### config.mk
export PLATFORM = sky130hd
export DESIGN_NAME = selective_repeat_receive_window
export DESIGN_NICKNAME = d
export VERILOG_FILES = /design/src/sv/srrw_pkg.sv /design/src/sv/selective_repeat_receive_window.sv /design/src/sv/srrw_front.sv /design/src/sv/srrw_back.sv
export SDC_FILE = /design/constraint.sdc
export NUM_CORES = 1
export LEC_CHECK = 0
export CORE_UTILIZATION = 50
export CTS_BUF_LIST = sky130_fd_sc_hd__clkbuf_8 sky130_fd_sc_hd__clkbuf_16
export CTS_CLUSTER_DIAMETER = 120
export DETAILED_ROUTE_END_ITERATION = 16
export DONT_BUFFER_PORTS = 1
export PLACE_DENSITY = 0.68
export SYNTH_ARGS = -nofsm -noshare
export SYNTH_HDL_FRONTEND = slang
export SYNTH_SLANG_ARGS = --single-unit
### constraint.sdc
create_clock -name clk -period 8.2 [get_ports clk]
set_input_delay 2.05 -clock clk [delete_from_list [all_inputs] [get_ports clk]]
set_output_delay 2.05 -clock clk [all_outputs]
set_load 0.02 [all_outputs]
### src/sv/srrw_pkg.sv
// Shared types and constants of the selective-repeat receive window.
// Used by srrw_front, srrw_back and the top level; depends on nothing.
package srrw_pkg;

    localparam int SEQ_W      = 8;
    localparam int WORD_W     = 32;
    localparam int SPACE_W    = 9;
    localparam int WIN_W      = 4;
    localparam int CFG_IDX_W  = 1;
    localparam int CFG_DATA_W = 9;

    // Configuration register indexes
    localparam logic [CFG_IDX_W-1:0] CFG_SEQ_SPACE = 1'b0;
    localparam logic [CFG_IDX_W-1:0] CFG_WIN_LEN   = 1'b1;

    localparam logic [SPACE_W-1:0] SPACE_MIN   = 9'd2;
    localparam logic [SPACE_W-1:0] SPACE_MAX   = 9'd256;
    localparam logic [SPACE_W-1:0] SPACE_RESET = 9'd8;
    localparam logic [WIN_W-1:0]   WIN_RESET   = 4'd4;

    // Result kinds
    localparam logic KIND_ACK  = 1'b0;
    localparam logic KIND_DATA = 1'b1;

    // Queue between front and back
    localparam int Q_DEPTH = 2;
    localparam int Q_PTR_W = 1;
    localparam int Q_CNT_W = 2;

    typedef struct packed {
        logic [SEQ_W-1:0]  seq_num;
        logic [WORD_W-1:0] payload_word;
        logic              checksum_ok;
    } pkt_t;

    typedef struct packed {
        logic              kind;
        logic [SEQ_W-1:0]  ack_number;
        logic [WORD_W-1:0] delivered_word;
        logic              last;
    } res_t;

    typedef struct packed {
        logic [SEQ_W-1:0]  seq;
        logic [WORD_W-1:0] word;
    } qent_t;

    typedef struct packed {
        logic  valid;
        qent_t ent;
    } qhead_t;

    typedef struct packed {
        logic [SPACE_W-1:0] seq_space;
        logic [WIN_W-1:0]   win_len;
    } cfg_t;

endpackage

### src/sv/selective_repeat_receive_window.sv
// Top level of the selective-repeat receive window: configuration registers,
// front and back parts. Depends on srrw_pkg, srrw_front and srrw_back.
// Usage:
//   pkt (valid/ready) carries one packet per transfer: seq_num, payload_word
//   and checksum_ok. res (valid/ready) carries results: an ack (kind 0) for
//   each good packet, then the payloads that became in-order (kind 1); last
//   marks the final result of a packet. Bad packets are taken and give nothing.
//   cfg_wr_en/cfg_index/cfg_wdata write the sequence space (index 0) and the
//   window length (index 1); write them only while the block is idle.
// Flow:
//   A good packet passes the queue, then its ack and each delivered payload
//   go out through the result register. The window unit takes the next
//   packet only once the results of the last are out. After seq_space shrinks
//   below the base, the next good packet waits while seq_space is subtracted
//   from the base. A two-entry queue sits between the front and the window
//   unit; pkt stays ready while results wait until both entries are taken.
// Reset:
//   Clears the valid marks, the base, the queue and the result valid flag and
//   loads a space of 8 and a window of 4. When res stalls, the window unit
//   holds and the queue fills; pkt ready drops once both entries are taken.
module selective_repeat_receive_window #(
    parameter int MAX_WINDOW   = 8,
    parameter int PAYLOAD_BITS = 32
) (
    input  logic                                 clk,
    input  logic                                 rst_n,
    input  logic                                 pkt_valid,
    output logic                                 pkt_ready,
    input  srrw_pkg::pkt_t                       pkt,
    output logic                                 res_valid,
    input  logic                                 res_ready,
    output srrw_pkg::res_t                       res,
    input  logic                                 cfg_wr_en,
    input  logic [srrw_pkg::CFG_IDX_W-1:0]       cfg_index,
    input  logic [srrw_pkg::CFG_DATA_W-1:0]      cfg_wdata
);
    import srrw_pkg::*;

    logic [SPACE_W-1:0] seq_space_reg;
    logic [WIN_W-1:0]   win_len_reg;
    cfg_t               cfg;
    qhead_t             q_head;
    logic               q_pop;

    always_ff @(posedge clk or negedge rst_n)
    begin
        if (!rst_n)
        begin
            seq_space_reg <= SPACE_RESET;
            win_len_reg   <= WIN_RESET;
        end
        else if (cfg_wr_en)
        begin
            case (cfg_index)
                CFG_SEQ_SPACE: seq_space_reg <= cfg_wdata[SPACE_W-1:0];
                CFG_WIN_LEN:   win_len_reg   <= cfg_wdata[WIN_W-1:0];
                default:
                begin
                    seq_space_reg <= seq_space_reg;
                end
            endcase
        end
    end

    assign cfg.seq_space = seq_space_reg;
    assign cfg.win_len   = win_len_reg;

    srrw_front u_front (
        .clk       (clk),
        .rst_n     (rst_n),
        .pkt_valid (pkt_valid),
        .pkt_ready (pkt_ready),
        .pkt       (pkt),
        .q_head    (q_head),
        .q_pop     (q_pop)
    );

    srrw_back #(
        .MAX_WINDOW   (MAX_WINDOW),
        .PAYLOAD_BITS (PAYLOAD_BITS)
    ) u_back (
        .clk       (clk),
        .rst_n     (rst_n),
        .cfg       (cfg),
        .q_head    (q_head),
        .q_pop     (q_pop),
        .res_valid (res_valid),
        .res_ready (res_ready),
        .res       (res)
    );

endmodule

### src/sv/srrw_front.sv
// Front part: accepts packets, drops those with a bad checksum and queues
// the good ones for the back part. Depends on srrw_pkg.
module srrw_front (
    input  logic            clk,
    input  logic            rst_n,
    input  logic            pkt_valid,
    output logic            pkt_ready,
    input  srrw_pkg::pkt_t  pkt,
    output srrw_pkg::qhead_t q_head,
    input  logic            q_pop
);
    import srrw_pkg::*;

    qent_t              q_mem [Q_DEPTH];
    logic [Q_PTR_W-1:0] wr_ptr_reg, wr_ptr_next;
    logic [Q_PTR_W-1:0] rd_ptr_reg, rd_ptr_next;
    logic [Q_CNT_W-1:0] cnt_reg, cnt_next;
    logic               push;

    assign pkt_ready = (cnt_reg != Q_CNT_W'(Q_DEPTH));
    // bad packets are taken and vanish here
    assign push = pkt_valid && pkt_ready && pkt.checksum_ok;

    assign q_head.valid = (cnt_reg != '0);
    assign q_head.ent   = q_mem[rd_ptr_reg];

    always_comb
    begin
        wr_ptr_next = wr_ptr_reg;
        rd_ptr_next = rd_ptr_reg;
        cnt_next    = cnt_reg;
        if (push)
        begin
            wr_ptr_next = (wr_ptr_reg == Q_PTR_W'(Q_DEPTH - 1)) ? '0 : wr_ptr_reg + 1'b1;
        end
        if (q_pop)
        begin
            rd_ptr_next = (rd_ptr_reg == Q_PTR_W'(Q_DEPTH - 1)) ? '0 : rd_ptr_reg + 1'b1;
        end
        if (push && !q_pop)
        begin
            cnt_next = cnt_reg + 1'b1;
        end
        else if (q_pop && !push)
        begin
            cnt_next = cnt_reg - 1'b1;
        end
    end

    always_ff @(posedge clk or negedge rst_n)
    begin
        if (!rst_n)
        begin
            wr_ptr_reg <= '0;
            rd_ptr_reg <= '0;
            cnt_reg    <= '0;
        end
        else
        begin
            wr_ptr_reg <= wr_ptr_next;
            rd_ptr_reg <= rd_ptr_next;
            cnt_reg    <= cnt_next;
        end
    end

    always_ff @(posedge clk)
    begin
        if (push)
        begin
            q_mem[wr_ptr_reg].seq  <= pkt.seq_num;
            q_mem[wr_ptr_reg].word <= pkt.payload_word;
        end
    end

endmodule

### src/sv/srrw_back.sv
// Back part: window check, slot buffer, ack and in-order delivery, and the
// result register. Takes queued packets from srrw_front; depends on srrw_pkg.
module srrw_back #(
    parameter int MAX_WINDOW   = 8,
    parameter int PAYLOAD_BITS = 32
) (
    input  logic             clk,
    input  logic             rst_n,
    input  srrw_pkg::cfg_t   cfg,
    input  srrw_pkg::qhead_t q_head,
    output logic             q_pop,
    output logic             res_valid,
    input  logic             res_ready,
    output srrw_pkg::res_t   res
);
    import srrw_pkg::*;

    localparam int IDX_W  = (MAX_WINDOW > 1) ? $clog2(MAX_WINDOW) : 1;
    localparam int KEEP_W = (PAYLOAD_BITS < WORD_W) ? PAYLOAD_BITS : WORD_W;
    localparam logic [SPACE_W-1:0] MAXW = SPACE_W'(MAX_WINDOW);

    localparam logic ST_PKT   = 1'b0;
    localparam logic ST_DRAIN = 1'b1;

    logic                    state_reg, state_next;
    logic [SEQ_W-1:0]        base_reg, base_next;
    logic [MAX_WINDOW-1:0]   slot_valid_reg, slot_valid_next;
    logic [SEQ_W-1:0]        slot_seq_reg [MAX_WINDOW];
    logic [PAYLOAD_BITS-1:0] slot_pay_reg [MAX_WINDOW];
    logic                    out_valid_reg, out_valid_next;
    res_t                    out_reg, out_next;

    logic [SPACE_W-1:0]    m_eff, w_eff, base9, seq9, seq_off, next9;
    logic                  base_high, in_win, out_free, insert, ack_last;
    logic [MAX_WINDOW-1:0] hit_pkt, hit_base, hit_next;
    logic                  free_found;
    logic [IDX_W-1:0]      free_idx;
    logic [WORD_W-1:0]     drain_word;

    always_comb
    begin
        if (cfg.seq_space < SPACE_MIN)
        begin
            m_eff = SPACE_MIN;
        end
        else if (cfg.seq_space > SPACE_MAX)
        begin
            m_eff = SPACE_MAX;
        end
        else
        begin
            m_eff = cfg.seq_space;
        end
        w_eff = SPACE_W'(cfg.win_len);
        if (w_eff > MAXW)
        begin
            w_eff = MAXW;
        end
        if (w_eff > m_eff)
        begin
            w_eff = m_eff;
        end
    end

    assign base9     = {1'b0, base_reg};
    assign seq9      = {1'b0, q_head.ent.seq};
    assign base_high = (base9 >= m_eff);
    assign seq_off   = (seq9 >= base9) ? (seq9 - base9) : (seq9 + m_eff - base9);
    assign in_win    = (seq9 < m_eff) && (seq_off < w_eff);
    assign next9     = (base9 + 1'b1 == m_eff) ? '0 : base9 + 1'b1;
    assign out_free  = !out_valid_reg || res_ready;

    always_comb
    begin
        free_found = 1'b0;
        free_idx   = '0;
        drain_word = '0;
        for (int i = 0; i < MAX_WINDOW; i++)
        begin
            hit_pkt[i]  = slot_valid_reg[i] && (slot_seq_reg[i] == q_head.ent.seq);
            hit_base[i] = slot_valid_reg[i] && (slot_seq_reg[i] == base_reg);
            hit_next[i] = slot_valid_reg[i] && ({1'b0, slot_seq_reg[i]} == next9);
            if (hit_base[i])
            begin
                drain_word = drain_word | WORD_W'(slot_pay_reg[i][KEEP_W-1:0]);
            end
        end
        // lowest free slot wins
        for (int i = MAX_WINDOW - 1; i >= 0; i--)
        begin
            if (!slot_valid_reg[i])
            begin
                free_found = 1'b1;
                free_idx   = IDX_W'(i);
            end
        end
    end

    assign insert = (state_reg == ST_PKT) && q_head.valid && !base_high && out_free
                    && in_win && !(|hit_pkt) && free_found;
    assign ack_last = !((|hit_base) || (insert && (q_head.ent.seq == base_reg)));

    always_comb
    begin
        state_next      = state_reg;
        base_next       = base_reg;
        slot_valid_next = slot_valid_reg;
        out_valid_next  = out_valid_reg && !res_ready;
        out_next        = out_reg;
        q_pop           = 1'b0;
        case (state_reg)
            ST_PKT:
            begin
                if (q_head.valid)
                begin
                    if (base_high)
                    begin
                        // fold a stale base back into the space, one step a cycle
                        base_next = SEQ_W'(base9 - m_eff);
                    end
                    else if (out_free)
                    begin
                        q_pop                   = 1'b1;
                        out_valid_next          = 1'b1;
                        out_next.kind           = KIND_ACK;
                        out_next.ack_number     = q_head.ent.seq;
                        out_next.delivered_word = '0;
                        out_next.last           = ack_last;
                        if (insert)
                        begin
                            slot_valid_next[free_idx] = 1'b1;
                        end
                        if (!ack_last)
                        begin
                            state_next = ST_DRAIN;
                        end
                    end
                end
            end
            ST_DRAIN:
            begin
                if (out_free)
                begin
                    out_valid_next          = 1'b1;
                    out_next.kind           = KIND_DATA;
                    out_next.ack_number     = '0;
                    out_next.delivered_word = drain_word;
                    out_next.last           = !(|hit_next);
                    slot_valid_next         = slot_valid_reg & ~hit_base;
                    base_next               = SEQ_W'(next9);
                    if (!(|hit_next))
                    begin
                        state_next = ST_PKT;
                    end
                end
            end
            default:
            begin
                state_next = ST_PKT;
            end
        endcase
    end

    always_ff @(posedge clk or negedge rst_n)
    begin
        if (!rst_n)
        begin
            state_reg      <= ST_PKT;
            base_reg       <= '0;
            slot_valid_reg <= '0;
            out_valid_reg  <= 1'b0;
        end
        else
        begin
            state_reg      <= state_next;
            base_reg       <= base_next;
            slot_valid_reg <= slot_valid_next;
            out_valid_reg  <= out_valid_next;
        end
    end

    always_ff @(posedge clk)
    begin
        out_reg <= out_next;
        if (insert)
        begin
            slot_seq_reg[free_idx] <= q_head.ent.seq;
            slot_pay_reg[free_idx] <= PAYLOAD_BITS'(q_head.ent.word[KEEP_W-1:0]);
        end
    end

    assign res_valid = out_valid_reg;
    assign res       = out_reg;

`ifndef ASSERT_OFF
    a_drain_has_entry: assert property (@(posedge clk) disable iff (!rst_n)
        state_reg == ST_DRAIN |-> |hit_base)
        else $error("drain state without an entry at the base");

    a_seq_unique: assert property (@(posedge clk) disable iff (!rst_n)
        $onehot0(hit_base) && $onehot0(hit_pkt))
        else $error("sequence number held in more than one slot");

    a_burst_unbroken: assert property (@(posedge clk) disable iff (!rst_n)
        out_valid_reg && res_ready && !out_reg.last |=> out_valid_reg)
        else $error("gap inside the results of one packet");
`endif

endmodule
Yosys cells after proc, flatten, opt, wreduce, memory -nomap -nowiden
Memories as Yosys holds them, arrays and structs flattened.
Index checks and enable logic that the tools add are counted.
{"block": "word_totals", "inputBits": 56, "n_memories": 3, "regBits": 77, "elab_cells": 208, "ramBits": 400}
{"block": "classes", "n_lt_le_gt_ge": 10, "n_reduce_logical": 58, "eq_ne": 33, "addsub": 9, "muxes": 70, "bitwise": 12}
{"memory": "u_back.slot_pay_reg", "words": 8, "width": 32, "rd": 8, "rd_ports_with_merged_regs": 0, "write_ports": 1, "line_no": "srrw_back.sv:29", "rtl": "logic [PAYLOAD_BITS-1:0] slot_pay_reg [MAX_WINDOW];"}
{"memory": "u_front.q_mem", "words": 2, "width": 40, "rd": 1, "rd_ports_with_merged_regs": 0, "write_ports": 1, "line_no": "srrw_front.sv:14", "rtl": "qent_t q_mem [Q_DEPTH];"}
{"memory": "u_back.slot_seq_reg", "words": 8, "width": 8, "rd": 8, "rd_ports_with_merged_regs": 0, "write_ports": 1, "line_no": "srrw_back.sv:28", "rtl": "logic [SEQ_W-1:0] slot_seq_reg [MAX_WINDOW];"}
{"operator": "32-bit two-way mux", "n": 8}
{"operator": "32-bit bitwise OR", "n": 7}
{"operator": "42-bit two-way mux", "n": 4}
{"operator": "8-bit equality test", "n": 17}
{"operator": "42-bit case mux with 2 select lines", "n": 1}
{"operator": "8-bit by 9-bit equality test with 1-bit output", "n": 8}
{"operator": "8-bit two-way mux", "n": 8}
{"operator": "9-bit two-way mux", "n": 5}
{"operator": "1-bit logical AND", "n": 38}
{"operator": "8-bit case mux with 2 select lines", "n": 2}
{"operator": "1-bit two-way mux", "n": 28}
{"operator": "3-bit two-way mux", "n": 8}
{"operator": "8-bit OR reduction", "n": 3}
{"operator": "8-bit by 1-bit adder with 9-bit output, second input constant", "n": 1}
{"operator": "8-bit by 9-bit adder with 9-bit output", "n": 1}
{"operator": "9-bit equality test", "n": 1}
{"operator": "8-bit by 9-bit greater-or-equal comparator with 1-bit output", "n": 1}
{"operator": "4-bit by 9-bit > comparator with 1-bit output", "n": 1}
{"operator": "9-bit > comparator, second input constant", "n": 1}
{"operator": "8-bit by 9-bit less-than comparator with 1-bit output", "n": 1}
{"operator": "9-bit by 2-bit less-than comparator with 1-bit output, second input constant", "n": 1}
{"operator": "9-bit less-than comparator", "n": 1}
{"operator": "8-bit by 8-bit subtractor with 9-bit output", "n": 1}
{"operator": "9-bit by 8-bit subtractor with 9-bit output", "n": 1}
{"operator": "other kinds (25)", "n": 44}

Logic depth before layout (Yosys ltp)
An unclocked memory read counts as a cell.
{"block": "depth", "word_depth": 20, "ltp_mapped": 27}

Hierarchy
From an unflattened synthesis, not the netlist that was laid out.
{"block": "hier_totals", "hier_cells": 1584, "area_unflattened_um2": 22135.0}
{"module": "srrw_back", "seq_area_each_um2": 11320.9, "instances": 1, "cells_each": 1413, "area_per_inst_um2": 18446.4}
{"module": "srrw_front", "seq_area_each_um2": 2502.4, "instances": 1, "cells_each": 142, "area_per_inst_um2": 3151.8}
{"module": "selective_repeat_receive_window", "seq_area_each_um2": 327.8, "instances": 1, "cells_each": 29, "area_per_inst_um2": 536.8}

Least setup slack after synthesis
OpenSTA, ideal clock, no wires.
{"block": "synth_path", "path_type": "reg-to-reg", "from": "reg u_front.rd_ptr_reg", "to": "mem u_back.slot_pay_reg[6][0], enable pin", "path_stages_with_launch": 25, "required_ps": 7701, "path_slack_ps": -444, "path_buffers": 4, "t_arrival_ps": 8145, "cell_sequence": "dfrtp_1 clkbuf_1 buf_2 mux2i_1 buf_1 inv_1 ha_1 nor2b_1 o21ai_0 a21boi_0 o21ai_0 a21oi_1 nand2_1 nand2_1 clkbuf_1 o21ai_0 ha_1 a21o_1 a21o_1 a21oi_1 o2111ai_1 a41oi_1 o211ai_1 a211oi_1 nor3b_1"}
{"item": "start, declared", "line_no": "srrw_front.sv:16", "rtl": "logic [Q_PTR_W-1:0] rd_ptr_reg, rd_ptr_next;"}
{"item": "start signal, assigned", "line_no": "srrw_front.sv:61", "rtl": "rd_ptr_reg <= rd_ptr_next;"}
{"item": "end, declared", "line_no": "srrw_back.sv:29"}

Worst setup path in the final report
{"block": "layout_path", "from": "reg seq_space_reg[4]", "to": "mem u_back.slot_pay_reg[7][12], enable pin"}
{"block": "layout_between", "elab_chain_len": 13, "word_cells_on_any_way": 21, "cone_classes": "2 x add/sub; 6 x order compare; 6 x mux; 7 x reduce/logical"}
{"item": "start, declared", "line_no": "selective_repeat_receive_window.sv:39", "rtl": "logic [SPACE_W-1:0] seq_space_reg;"}
{"item": "start signal, assigned", "line_no": "selective_repeat_receive_window.sv:55", "rtl": "CFG_SEQ_SPACE: seq_space_reg <= cfg_wdata[SPACE_W-1:0];"}
{"item": "start signal, assigned", "line_no": "selective_repeat_receive_window.sv:59", "rtl": "seq_space_reg <= seq_space_reg;"}
{"item": "9-bit > comparator", "line_no": "srrw_back.sv:46", "rtl": "else if (cfg.seq_space > SPACE_MAX)"}
{"item": "9-bit two-way mux", "line_no": "srrw_back.sv:46"}
{"item": "9-bit two-way mux (*)", "line_no": "srrw_back.sv:42", "rtl": "if (cfg.seq_space < SPACE_MIN)"}
{"item": "8-bit by 9-bit adder with 9-bit output", "line_no": "srrw_back.sv:68", "rtl": "assign seq_off = (seq9 >= base9) ? (seq9 - base9) : (seq9 + m_eff - base9);"}
{"item": "9-bit by 8-bit subtractor with 9-bit output", "line_no": "srrw_back.sv:68"}
{"item": "9-bit two-way mux", "line_no": "srrw_back.sv:68"}
{"item": "9-bit less-than comparator", "line_no": "srrw_back.sv:69", "rtl": "assign in_win = (seq9 < m_eff) && (seq_off < w_eff);"}
{"item": "1-bit logical AND", "line_no": "srrw_back.sv:69"}
{"item": "1-bit logical AND (*) (3 in series)", "line_no": "srrw_back.sv:100", "rtl": "&& in_win && !(|hit_pkt) && free_found;"}
{"item": "1-bit two-way mux (*)", "line_no": "srrw_back.sv:185", "rtl": "if (insert)"}
{"item": "1-bit two-way mux (implied by the code) (*)", "line_no": "srrw_back.sv:188", "rtl": "slot_pay_reg[free_idx] <= PAYLOAD_BITS'(q_head.ent.word[KEEP_W-1:0]);"}
Mark *: on every way between the ends. The rest lies on a longest branch, timed or not.

==> flow_metrics.tcl <==
set metrics [dict create \
    outcome "completed" \
    ctsResizeCount 0 \
    synth-edff-count 442 \
    synth_area_sq_um 22000 \
    max_freq_ghz 0.142 \
    clk_latency_ps 580 \
    grt_max_degree 43 \
    clkTransAtPathRegs_ps 60 \
    area_delta_synth_final_pct 11.1 \
    vias 13900 \
    yosysSeqAreaShare_pct 64.3 \
    path_buf_inv 3 \
    start_kind "flop" \
    endpoint "u_back.slot_pay_reg[7][12]" \
    drt_iter0_markers 1380 \
    postCtsHoldBufs 0 \
    cp_common_cell "a21oi_1" \
    wl_um 55800 \
    fin_setup_tns_ps 0 \
    h-tree-depth 2 \
    synth_top_area_cell "edfxtp_1" \
    final_hold_viol_count 0 \
    via_per_inst 6.23 \
    synthCells 1600 \
    synth_compound_area_share_pct 12.1 \
    core-area_sq_um 43300 \
    cts_buffers 45 \
    ir_drop_uv 275 \
    io_buffer_count 0 \
    final_max_slew_viol_count 0 \
    end_kind "flop" \
    finalSetupViolCount 0 \
    finalNetCount 1723 \
    drc 0 \
    synth-xor-area-share_pct 7.28 \
    critPathLaunch "seq_space_reg[4]" \
    synth_area_leaders "edfxtp_1 60%, xnor2_1 6.5%, dfrtp_1 3.7%" \
    skew_ps 27.4 \
    die_y_um 212 \
    clock_path_buffers 3 \
    die_w_um 212 \
    clockRootBuffer "clkbuf_16" \
    ios 100 \
    drv_cap 0 \
    regToRegStartpoint "seq_space_reg[4]" \
    cts_tree "built" \
    total_power_mw 9.34 \
    critical_path_class "reg -> reg" \
    first_global_vias 13700 \
    tightest_slew_ps 1130 \
    layout_min_cycle_time_ps 7030 \
    hold_path.class "reg -> reg" \
    rsz0062_at_grt "no" \
    power_density_nw_per_um2 382 \
    grt_use_total_pct 25.3 \
    final.period_utilization_pct 85.7 \
    r2r_slack_ps 1170 \
    drtAntennaViolNets 0 \
    antenna_found_initial 1 \
    slowest_delay_ps 670 \
    avgSynthCellArea_sq_um 13.8 \
    slew_headroom_pct 24.1 \
    muxShareOfSynthArea_pct 2.81 \
    timing.rr.end "u_back.slot_pay_reg[7][12]" \
    ff2ff_path_depth 25 \
    slowest_stage "nor2_4" \
    dieArea_sq_um 44900 \
    synth_fa_ha_area_share_pct 3.37 \
    ys.flop_type "edfxtp_1" \
    grt_overflow 0 \
    place.detailed.hpwl_um 36700 \
    timing.hold.ws_ps 500 \
    place_congestion 0.963 \
    path_depth 25 \
    worstPathArrival_ps 7290 \
    yosysUniqueCellTypes 81 \
    multi_input_comb_area_sq_um 7470 \
    async_flop_share_pct 7.34 \
    cts_setup_buffers 0 \
    wl_per_cell_um 25.0 \
    n_antenna_cell 0 \
    synth_top_family_by_area "compound AO/OA/AOI/OAI gates" \
    dr.pass1.iters 6 \
    clock_sinks 477 \
    cp_max_fo 21 \
    synth_top_area_share_pct 60.3 \
    synth_simple_gate_area_share_pct 7.71 \
    seq_area_sq_um 14200 \
    drive_above_1_share_pct 12.2 \
    synth-seq-cells 477 \
    crit_family "compound AO/OA/AOI/OAI gates" \
    yosys_warnings 0 \
    p_leak_nw 7.88 \
    start_util_pct 50.9 \
    largest_reg_flops 256 \
    n_fill_cell 3392 \
    grt_pass1_wl_um 84100 \
    worstPathRequired_ps 8460 \
    row_count 76 \
]
-- report_power, final --
part           internal, mW  total (mW)  switching, mW
clock network          1.24        2.14          0.893
registers              3.34        3.74          0.403
logic                  1.30        3.46           2.16
-- cells by family (layout without fill, tap and decap cells) --
logic type,count (synthesis),count (layout)
AOI/OAI and AO/OA,368,368
xor gates and xnor gates,183,183
adders and majority gates,54,54
buffers and inverters,135,180
DFF,477,477
muxes,56,56
other,1,5
and+or+nand+nor,326,326
-- layout make-up --
| cell class | count | area share [%] |
|---|---|---|
| multi-input combinational | 992 | 30.5 |
| timing repair buffer | 49 | 1.66 |
| tap | 585 | 2.99 |
| inverter | 48 | 0.736 |
| clock buffer | 46 | 4.66 |
| sequential | 477 | 57.8 |
| clock inverter | 37 | 1.64 |
-- per-stage QoR --
step | area (sq um) | setup slack (ps) | cells | utilization (%)
global route | 24500 | 668 | 2234 | 56.6
global placement | 22900 | 1390 | 2151 | 53.0
CTS | 24500 | 1160 | 2234 | 56.6
finish | 24500 | 1170 | 2234 | 56.6
detailed placement | 22900 | 1200 | 2151 | 53.0
floorplan | 22000 | 759 | 1604 | -
-- Yosys cell counts, types with 20 or more instances --
cell type	n
a21oi_1	46
a221oi_1	37
a22o_1	32
a22oi_1	65
a31oi_1	44
buf_1	23
clkbuf_1	55
dfrtp_1	33
edfxtp_1	442
ha_1	45
inv_1	46
mux2_2	46
nand2_1	72
nand4_1	29
nor2_1	81
nor4_1	20
o21ai_0	43
xnor2_1	164
-- routing by layer --
layer	vias to the layer above	track usage, %	share of wire (%)
li1	6217	-	-
met5	-	0	0
met1	6942	34.7	42
met2	638	41.0	47
met3	125	4.41	7.8
met4	0	8.05	2.6
-- cell usage in the layout, fill, tap and decap left out, types with 43 or more instances in the layout --
cell type    n
edfxtp_1   442
xnor2_1    164
nor2_1      73
nand2_1     72
a22oi_1     65
inv_1       50
a21oi_1     46
mux2_2      46
buf_4       46
ha_1        45
clkbuf_16   45
a31oi_1     44
o21ai_0     43
-- how the worst min path moves through the flow --
stage / from / depth (start not counted) / endpoint / slack [ps]
floorplan: u_front.wr_ptr_reg / 1 / u_front.wr_ptr_reg / 460
global placement: u_front.cnt_reg[1] / 1 / u_front.cnt_reg[1] / 480
detailed placement: u_front.cnt_reg[1] / 1 / u_front.cnt_reg[1] / 480
CTS: u_front.cnt_reg[1] / 1 / u_front.cnt_reg[1] / 500
global route: u_front.cnt_reg[1] / 1 / u_front.cnt_reg[1] / 530
finish: u_front.cnt_reg[1] / 1 / u_front.cnt_reg[1] / 500
Power figures use the tool's default switching activity.
